[config.mk]
export PLATFORM = sky130hd
export DESIGN_NAME = keyword_substitution_cipher_top
export DESIGN_NICKNAME = d
export VERILOG_FILES = /design/src/sv/kwc_pkg.sv /design/src/sv/keyword_substitution_cipher_top.sv /design/src/sv/kwc_key_store.sv
export SDC_FILE = /design/constraint.sdc
export NUM_CORES = 1
export LEC_CHECK = 0
export BUFFER_PORTS_ARGS = -buffer_cell sky130_fd_sc_hd__buf_2
export CELL_PAD_IN_SITES_DETAIL_PLACEMENT = 2
export CELL_PAD_IN_SITES_GLOBAL_PLACEMENT = 2
export CORE_UTILIZATION = 39
export CTS_CLUSTER_DIAMETER = 30
export DETAILED_ROUTE_END_ITERATION = 6
export MAX_ROUTING_LAYER = met4
export PLACE_DENSITY_LB_ADDON = 0.1
export SLEW_MARGIN = 40
export SYNTH_ARGS = -nofsm -noshare
export SYNTH_HDL_FRONTEND = slang
export SYNTH_SLANG_ARGS = --single-unit
[constraint.sdc]
create_clock -name clk -period 7 [get_ports clk]
set_input_delay 1.4 -clock clk [delete_from_list [all_inputs] [get_ports clk]]
set_output_delay 1.4 -clock clk [all_outputs]
set_load 0.05 [all_outputs]
[src/sv/kwc_pkg.sv]
`timescale 1ns / 1ps

package kwc_pkg;

  // Alphabet geometry
  localparam int ALPHA_SIZE = 26;
  localparam int LETTER_W   = 5;
  localparam int CHAR_W     = 8;
  localparam int REQ_W      = 2;

  localparam logic [CHAR_W-1:0] UPPER_A = 8'h41;
  localparam logic [CHAR_W-1:0] UPPER_Z = 8'h5A;
  localparam logic [CHAR_W-1:0] LOWER_A = 8'h61;
  localparam logic [CHAR_W-1:0] LOWER_Z = 8'h7A;

  typedef logic [LETTER_W-1:0] letter_t;
  typedef logic [CHAR_W-1:0]   char_t;

  // Request codes; code 3 is unused and does nothing
  typedef enum logic [REQ_W-1:0] {
    REQ_BEGIN_KEY = 2'd0,
    REQ_KEY_CHAR  = 2'd1,
    REQ_MSG_CHAR  = 2'd2
  } req_t;

  // Decoded character
  typedef struct packed {
    logic    is_letter;
    logic    is_upper;
    letter_t idx;
  } letter_info_t;

  // Key state update request from the datapath to the key store
  typedef struct packed {
    logic    begin_key;
    logic    add_letter;
    letter_t idx;
  } key_upd_t;

  function automatic letter_info_t decode_char(input char_t c);
    letter_info_t info;
    char_t        diff;
    info.is_upper = 1'b0;
    info.is_letter = 1'b0;
    diff = '0;
    if (c >= UPPER_A && c <= UPPER_Z) begin
      info.is_letter = 1'b1;
      info.is_upper  = 1'b1;
      diff = c - UPPER_A;
    end else if (c >= LOWER_A && c <= LOWER_Z) begin
      info.is_letter = 1'b1;
      diff = c - LOWER_A;
    end
    info.idx = diff[LETTER_W-1:0];
    return info;
  endfunction

endpackage

[src/sv/keyword_substitution_cipher_top.sv]
`timescale 1ns / 1ps

// Channel | Ports                                       | Direction
// --------+---------------------------------------------+----------
// input   | in_valid, in_stall, in_req_type, in_char_code | request in
// result  | out_valid, out_stall, out_char              | result out
//
// One request per cycle while in_stall is low; a message character's result passes
// the input register, then the lookup into the result register.
// Key requests update the key store as they leave the input register.
// Synchronous active-low reset clears the key (no letters seen, count zero).
// While out_stall holds a result, requests are still taken into the input
// register; in_stall rises only when that register holds a message character.

module keyword_substitution_cipher_top (
  input  logic                                clk,
  input  logic                                rst_n,
  input  logic                                in_valid,
  output logic                                in_stall,
  input  logic [kwc_pkg::REQ_W-1:0]           in_req_type,
  input  logic [kwc_pkg::CHAR_W-1:0]          in_char_code,
  output logic                                out_valid,
  input  logic                                out_stall,
  output logic [kwc_pkg::CHAR_W-1:0]          out_char
);

  // Input register
  logic                        s1_valid_r, s1_valid_nxt;
  logic [kwc_pkg::REQ_W-1:0]   s1_type_r;
  kwc_pkg::char_t              s1_char_r;

  // Result register
  logic                        out_valid_r, out_valid_nxt;
  kwc_pkg::char_t              out_char_r, out_char_nxt;

  kwc_pkg::req_t               s1_req;
  kwc_pkg::letter_info_t       info;
  kwc_pkg::key_upd_t           upd;
  kwc_pkg::letter_t            sub_letter;
  logic                        needs_out;
  logic                        out_free;
  logic                        s1_go;
  logic                        in_take;
  kwc_pkg::char_t              enc_char;

  assign s1_req = kwc_pkg::req_t'(s1_type_r);
  assign info   = kwc_pkg::decode_char(s1_char_r);

  // Request classification
  always_comb begin
    needs_out      = 1'b0;
    upd.begin_key  = 1'b0;
    upd.add_letter = 1'b0;
    upd.idx        = info.idx;
    unique case (s1_req)
      kwc_pkg::REQ_BEGIN_KEY: upd.begin_key  = s1_go;
      kwc_pkg::REQ_KEY_CHAR:  upd.add_letter = s1_go && info.is_letter;
      kwc_pkg::REQ_MSG_CHAR:  needs_out      = s1_valid_r;
      default: ;
    endcase
  end

  // Handshake
  assign out_free = !out_valid_r || !out_stall;
  assign s1_go    = s1_valid_r && (!needs_out || out_free);
  assign in_stall = s1_valid_r && !s1_go;
  assign in_take  = in_valid && !in_stall;

  kwc_key_store u_key_store (
    .clk        (clk),
    .rst_n      (rst_n),
    .upd        (upd),
    .lookup_idx (info.idx),
    .sub_letter (sub_letter)
  );

  // Enciphered byte, case kept; non-letters pass through
  always_comb begin
    if (!info.is_letter) begin
      enc_char = s1_char_r;
    end else if (info.is_upper) begin
      enc_char = kwc_pkg::UPPER_A + kwc_pkg::char_t'(sub_letter);
    end else begin
      enc_char = kwc_pkg::LOWER_A + kwc_pkg::char_t'(sub_letter);
    end
  end

  // Next state of the two registers
  always_comb begin
    s1_valid_nxt  = s1_valid_r;
    out_valid_nxt = out_valid_r;
    out_char_nxt  = out_char_r;
    if (in_take) begin
      s1_valid_nxt = 1'b1;
    end else if (s1_go) begin
      s1_valid_nxt = 1'b0;
    end
    if (out_free) begin
      out_valid_nxt = needs_out;
      if (needs_out) begin
        out_char_nxt = enc_char;
      end
    end
  end

  always_ff @(posedge clk) begin
    if (!rst_n) begin
      s1_valid_r  <= 1'b0;
      out_valid_r <= 1'b0;
    end else begin
      s1_valid_r  <= s1_valid_nxt;
      out_valid_r <= out_valid_nxt;
    end
  end

  // Payload registers
  always_ff @(posedge clk) begin
    if (in_take) begin
      s1_type_r <= in_req_type;
      s1_char_r <= in_char_code;
    end
    out_char_r <= out_char_nxt;
  end

  assign out_valid = out_valid_r;
  assign out_char  = out_char_r;

endmodule

[src/sv/kwc_key_store.sv]
`timescale 1ns / 1ps

module kwc_key_store (
  input  logic              clk,
  input  logic              rst_n,
  input  kwc_pkg::key_upd_t upd,
  input  kwc_pkg::letter_t  lookup_idx,
  output kwc_pkg::letter_t  sub_letter
);

  logic [kwc_pkg::ALPHA_SIZE-1:0] seen_mask_r, seen_mask_nxt;
  kwc_pkg::letter_t               key_count_r, key_count_nxt;
  // Number of unseen letters below each letter position
  kwc_pkg::letter_t               zero_below_r [kwc_pkg::ALPHA_SIZE];
  kwc_pkg::letter_t               zero_below_nxt [kwc_pkg::ALPHA_SIZE];
  // Ordered key list, no reset
  kwc_pkg::letter_t               key_list_r [kwc_pkg::ALPHA_SIZE];

  logic                           do_add;
  kwc_pkg::letter_t               rank;
  logic [kwc_pkg::ALPHA_SIZE-1:0] hit;
  kwc_pkg::letter_t               sel_letter;

  // A key letter is added only once and only while the list has room
  assign do_add = upd.add_letter && !seen_mask_r[upd.idx] &&
                  (key_count_r < kwc_pkg::letter_t'(kwc_pkg::ALPHA_SIZE));

  // Next key state
  always_comb begin
    seen_mask_nxt = seen_mask_r;
    key_count_nxt = key_count_r;
    for (int b = 0; b < kwc_pkg::ALPHA_SIZE; b++) begin
      zero_below_nxt[b] = zero_below_r[b];
    end
    if (upd.begin_key) begin
      seen_mask_nxt = '0;
      key_count_nxt = '0;
      for (int b = 0; b < kwc_pkg::ALPHA_SIZE; b++) begin
        zero_below_nxt[b] = kwc_pkg::letter_t'(b);
      end
    end else if (do_add) begin
      seen_mask_nxt[upd.idx] = 1'b1;
      key_count_nxt = key_count_r + kwc_pkg::letter_t'(1);
      // Every position above the new letter loses one unseen letter below it
      for (int b = 0; b < kwc_pkg::ALPHA_SIZE; b++) begin
        if (kwc_pkg::letter_t'(b) > upd.idx) begin
          zero_below_nxt[b] = zero_below_r[b] - kwc_pkg::letter_t'(1);
        end
      end
    end
  end

  always_ff @(posedge clk) begin
    if (!rst_n) begin
      seen_mask_r <= '0;
      key_count_r <= '0;
      for (int b = 0; b < kwc_pkg::ALPHA_SIZE; b++) begin
        zero_below_r[b] <= kwc_pkg::letter_t'(b);
      end
    end else begin
      seen_mask_r <= seen_mask_nxt;
      key_count_r <= key_count_nxt;
      for (int b = 0; b < kwc_pkg::ALPHA_SIZE; b++) begin
        zero_below_r[b] <= zero_below_nxt[b];
      end
    end
  end

  // Key list write at the current count
  always_ff @(posedge clk) begin
    if (do_add && !upd.begin_key) begin
      key_list_r[key_count_r] <= upd.idx;
    end
  end

  // Rank-select: the unseen letter whose count of unseen letters below equals rank
  assign rank = lookup_idx - key_count_r;

  always_comb begin
    sel_letter = '0;
    for (int b = 0; b < kwc_pkg::ALPHA_SIZE; b++) begin
      hit[b] = !seen_mask_r[b] && (zero_below_r[b] == rank);
      if (hit[b]) begin
        sel_letter = sel_letter | kwc_pkg::letter_t'(b);
      end
    end
  end

  // Key entry for low indexes, rank-select for the rest
  assign sub_letter = (lookup_idx < key_count_r) ? key_list_r[lookup_idx] : sel_letter;

endmodule
==> results of run 1 <==
[routing by layer]
layer	vias up	part of all wire (%)
met5	-	0
met4	0	4.5
met3	158	5.2
met2	384	49
met1	6399	41
li1	5592	-
[Yosys cell counts, types with 13 or more instances]
library cell    n
a21oi_1        37
a31oi_1        28
buf_2          22
clkbuf_1       45
dfxtp_1        78
edfxtp_1      228
ha_1           38
inv_1          69
mux2i_1        23
nand2_1       100
nand3_1        35
nand4_1        15
nor2_1        181
nor3_1         57
nor4_1         16
o211ai_1       13
o21ai_0        81
or4_1          16
xnor2_1       130
xnor3_1        24
xor2_1         53
[power breakdown]
group | internal [mW] | switching (mW) | total, mW
registers | 1.99 | 0.0478 | 2.04
logic | 0.201 | 0.355 | 0.556
clock network | 2.73 | 1.17 | 3.90
[worst max-delay path, stage by stage (launching register included)]
cell and delay [ns]:
edfxtp_1 0.52, inv_1 0.14, ha_2 0.27, nor3b_2 0.17
buf_4 0.18, a211oi_2 0.18, buf_4 0.18, nand3_1 0.33
nor2_2 0.34, ha_1 0.30, nand3b_1 0.61, and3_1 0.76
buf_4 0.28, nor2_1 0.09, xnor2_1 0.17, a311o_1 0.28
nor4_1 0.69, a21oi_1 0.21, ha_1 0.28, inv_1 0.09
xnor2_1 0.13, o21ai_0 0.09
[state kept, by name, indices dropped and copies added, names as in the netlist]
signal and count:
u_key_store.key_list_r 130, u_key_store.zero_below_r 125, u_key_store.seen_mask_r 26, out_char 8, s1_char_r 8, u_key_store.key_count_r 5
s1_req 2, out_valid 1, s1_valid_r 1
[logic make-up after synthesis]
| logic type | share of synthesized area [%] |
|---|---|
| and+or+nand+nor | 14.2 |
| xor gates and xnor gates | 13.4 |
| muxes | 3.57 |
| buffers and inverters | 3.84 |
| adders and majority gates | 3.05 |
| AOI/OAI and AO/OA | 10.2 |
| DFF | 51.8 |
[final cells by class]
type,count,area share [%]
flip-flops and latches,306,41.9
multi-input cells,1021,36.4
clock buffers,99,10.9
clock inverters,51,3.35
well taps,532,3.32
repair buffers,80,2.77
inverters,72,1.35
diodes,1,0.0125
[final timing paths]
kind / depth (start not counted) / endpoint / slack [ns]
worst max-delay path: 21 / out_char[2] / 0.41
worst max register to register: 21 / out_char[2] / 0.41
worst min register to register: 2 / u_key_store.zero_below_r[0][119] / 0.51
worst min-delay path: 2 / u_key_store.zero_below_r[0][119] / 0.51
[repair_timing]
item                                    CTS  global route
buffers inserted                          0             3
endpoints found under the setup margin    0             1
hold buffers                              0             0
==> impl_metrics.ini, run 1 <==
[synthesis]
synth.area.top_cells = edfxtp_1, dfxtp_1, xnor2_1, nor2_1, xnor3_1
postSynthAreaPerCell_um2 = 11.0
synth_seq_cells = 306
yosysTopAreaCell = edfxtp_1
ys_async_sr_fraction_pct = 0
synth_cell_type_count = 85
synth_edf_count = 228
syn-num-nets = 1534
ys.flop_type = edfxtp_1
ys_warn_count = 0
yosysSeqAreaShare_pct = 51.8
netlist.area_leader.share_pct = 42.2
syn_inst = 1481
syn-cell-area_um2 = 16200

[worst_setup_path]
arrival_ns = 6.93
startpoint_type = flip-flop
cp_data_required_time_ns = 7.34
end_kind = flip-flop
path_class = reg -> reg
critPathLaunch = s1_char_r[1]
cp_max_fo = 20
worstReg2RegStart = s1_char_r[1]

[clock_tree]
cts_tree = done
root_buffer = clkbuf_16
clk_pin_slew_ns = 0.05
clk_latency_ns = 0.62
htreeDepth = 3
cts_resized = 0
clock-sinks = 306
cts_buffer_depth = 3
numCtsBuffers = 83

[cells_and_area]
final_util_pct = 49.0
fin_nets = 1617
fillerInstances = 4089
stdcell_area_um2 = 20100
final_cell_mix = edfxtp_1, nor2_1, xnor2_1
multi_input_area_um2 = 7290
layout_commonest_cell = edfxtp_1
ff_latch_area_um2 = 8410
layoutNonFillerInstCount = 2162
drive_gt1_share_pct = 16.6
syn_to_final_growth_pct = 23.5

[pwr]
ir_drop_mv = 0.202
p_per_area_nw_per_um2 = 324
power_mw = 6.50
leakagePower_nw = 7.27

[flow_run]
drv_cap = 0

[floorplanning]
io_pins = 24
core_um2 = 40900
fp.dieArea_um2 = 42500
fp-row-count = 74
die_y_um = 206
fp.dieW_um = 206
initial_core_util_pct = 39.7

[sta]
setup_viol_count_final = 0
hold_viol_final = 0
fin_crit_sh_pct = 94.1
holdWs_ns = 0.509
slew_headroom_pct = 41.9
fmax_mhz = 152
clock_skew_ns = 0.0256
period_minus_slack_ns = 6.59
fin_tns_setup_ns = 0
worst_slew_pin_slew_ns = 0.863
maxSlewViolCount = 0
rsz0062_at_grt = no
post-route-worst-setup-slack_ns = 0.410

[grt]
overflow = 0
grt_pass1_wl_um = 89100
antenna_found_initial = 1
grt_pass1_vias = 13732
met3_usage_pct = 6.35
grt_max_degree = 44
gr-usage-met2_pct = 49.3
grtUsageTotal_pct = 29.9
use_met1_pct = 34.9
top_usage_layer = met2

[place]
dpl_cell_area_um2 = 17100
place_congestion = 0.900
pre_cts_slack_ns = 0.353
dp_hpwl_um = 41100
portBuffers = 23
placedCellCount = 2008

[detailed_routing]
post_drt_wl_per_cell_um = 27.7
drt_iter0_markers = 714
vias = 12533
vias_per_cell = 5.80
first_pass_iters = 5
wirelength_um = 59900
post-route-drc-count = 0
ant_nets = 0

[worst_hold_path]
hp-start = u_key_store.zero_below_r[0][119]
hp-class = reg -> reg

[status]
outcome = completed
Power figures use the tool's default switching activity.
==> inputs of run 2 (changes only) <==
==> constraint.sdc (replaced) <==
create_clock -name clk -period 5.86 [get_ports clk]
set_input_delay 1.172 -clock clk [delete_from_list [all_inputs] [get_ports clk]]
set_output_delay 1.172 -clock clk [all_outputs]
set_load 0.05 [all_outputs]
==> run 2 against run 1 <==
Net effect: core utilization is 0.44 points higher; critical path depth stayed put; sequential cell count stayed put; worst hold slack worse by 0.038 ns; global-route usage is 0.31 points lower; critical path type unchanged.
==> impl_metrics.ini, run 2 (synthesis results as in run 1) <==
[worst_hold_path]
hp-class = reg -> reg
whs_path_depth = 2

[sta]
setup_viol_count_final = 0
worst_slew_pin_slew_ns = 0.894
clock_skew_ns = 0.0235
fmax_mhz = 174
hold_viol_final = 0
slew_headroom_pct = 39.6
fin_crit_sh_pct = 98.2
period_minus_slack_ns = 5.75
post-route-worst-setup-slack_ns = 0.107
maxSlewViolCount = 0
fin_tns_setup_ns = 0

[detailed_routing]
dr_wl_met3_um = 2680
drt_iter0_markers = 817
top_layer = met4
post_drt_wl_per_cell_um = 27.1
vias = 12578
ant_nets = 0
wirelength_um = 59200
wl_met2_um = 29100
post-route-drc-count = 0
drt-met1-wl_um = 24800
first_pass_iters = 5
vias_per_cell = 5.76

[cells_and_area]
drive_gt1_share_pct = 17.9
fillerInstances = 4067
largest_reg_flops = 130
final_cell_mix = edfxtp_1, nor2_1, xnor2_1
layout_commonest_cell = edfxtp_1
antenna-diode-count = 0
fin_nets = 1637
syn_to_final_growth_pct = 24.6
top_register = u_key_store.key_list_r
largestRegisters = u_key_store.key_list_r (130), u_key_store.zero_below_r (125), u_key_store.seen_mask_r (26)
layoutNonFillerInstCount = 2184

[pwr]
p_per_area_nw_per_um2 = 378
power_mw = 7.65
ir_drop_mv = 0.311
leakagePower_nw = 7.37

[clock_tree]
numCtsBuffers = 81
clock-sinks = 306
cts_buffer_depth = 3
root_buffer = clkbuf_16
clk_latency_ns = 0.62
cts_tree = done
hold_buffers = 0
htreeDepth = 3
clk_pin_slew_ns = 0.05

[worst_setup_path]
path_class = reg -> reg
cp_cell_sequence = or3b_1 -> o221ai_2 -> nand3_2 -> buf_12 -> nor2_2 -> inv_2 -> fa_2 -> xor2_4 -> buf_4 -> buf_4 -> xnor2_1 -> or4_1 -> o32ai_1 -> nor4_1 -> and3_1 -> a31o_1 -> inv_1 -> ha_1 -> nand2_1 -> or3_1 -> a31oi_1
r2r_cells = 21
timing.rr.end = out_char[4]
worstReg2RegStart = s1_char_r[0]
r2r_setup_slack_ns = 0.11
crit_path_end = out_char[4]
path_common_cell = buf_4
end_kind = flip-flop
cp_data_required_time_ns = 6.30
cpPeakStageDelay_ns = 0.54
critPathLaunch = s1_char_r[0]
startpoint_type = flip-flop
cp_max_fo = 19
arrival_ns = 6.19
slowest_stage = or4_1

[floorplanning]
initial_core_util_pct = 39.7
die_y_um = 206
fp.dieW_um = 206
io_pins = 24
fp-row-count = 74
fp.dieArea_um2 = 42500
core_um2 = 40900

[place]
placedCellCount = 2025
dp_hpwl_um = 39400
portBuffers = 23
place_congestion = 0.860
pre_cts_slack_ns = 0.0568

[grt]
grt_pass1_vias = 13829
overflow = 0
grt_max_degree = 51
antenna_found_initial = 0
grtUsageTotal_pct = 29.6
grt_pass1_wl_um = 89100

[status]
outcome = completed

[flow_run]
drv_cap = 0
run 2: cell count changes in the layout (fill, tap and decap cells not counted), moves of 3 or more:
cell	previous run	this run
buf_4	56	75
clkinv_4	1	7
bufinv_16	14	9
clkinv_2	21	17
buf_12	1	4
clkbuf_1	12	9
clkbuf_8	3	6
clkinvlp_4	3	6
run 2: worst max-delay path, delay by kind of cell (launching register included):
kind	cells	cell delay (ns)
xor+xnor	2	0.31
flops	1	0.47
simple gates	8	2.30
compound gates	4	1.13
buf+inv	5	0.73
fa+ha+maj	2	0.62
run 2: what timing repair did:
action,CTS,global route
gates resized for setup,1,4
setup endpoints to repair,1,5
buffers inserted,0,8
pin swaps,0,1
run 2: stage by stage:
stage / cell area (um^2) / utilization, % / hold slack [ns]
5_1_grt: 20200 / 49.4 / 0.541
2_1_floorplan: 16300 / - / 0.437
3_3_place_gp: 17300 / 42.2 / 0.448
6_report: 20200 / 49.4 / 0.470
3_5_place_dp: 17300 / 42.2 / 0.457
4_1_cts: 20100 / 49.1 / 0.466
run 2: where the power goes:
group          internal [mW]  total (mW)  switching, mW
sequential              2.38        2.43         0.0503
combinational          0.255       0.685          0.430
clock                   3.08        4.54           1.46
run 2: worst min-delay path by stage:
stage                                     startpoint                          to
after floorplan           u_key_store.seen_mask_r[0]  u_key_store.seen_mask_r[0]
after global placement    u_key_store.seen_mask_r[0]  u_key_store.seen_mask_r[0]
after detailed placement  u_key_store.seen_mask_r[0]  u_key_store.seen_mask_r[0]
after CTS                 u_key_store.seen_mask_r[0]  u_key_store.seen_mask_r[0]
after global routing      u_key_store.seen_mask_r[0]  u_key_store.seen_mask_r[0]
final                     u_key_store.seen_mask_r[0]  u_key_store.seen_mask_r[0]
run 2: cell type report:
| class | count | area, um^2 | area share, % |
|---|---|---|---|
| timing repair buffer | 102 | 758 | 3.75 |
| sequential | 306 | 8410 | 41.6 |
| multi-input combinational | 1021 | 7310 | 36.1 |
| clock buffer | 98 | 2190 | 10.8 |
| tap | 532 | 666 | 3.29 |
| clock inverter | 53 | 632 | 3.12 |
| inverter | 72 | 270 | 1.34 |
run 2: metal layers:
| layer | GRT usage [%] | vias up |
|---|---|---|
| met4 | 13.6 | 0 |
| li1 | - | 5644 |
| met3 | 5.14 | 142 |
| met2 | 48.5 | 335 |
| met5 | - | - |
| met1 | 35.5 | 6457 |
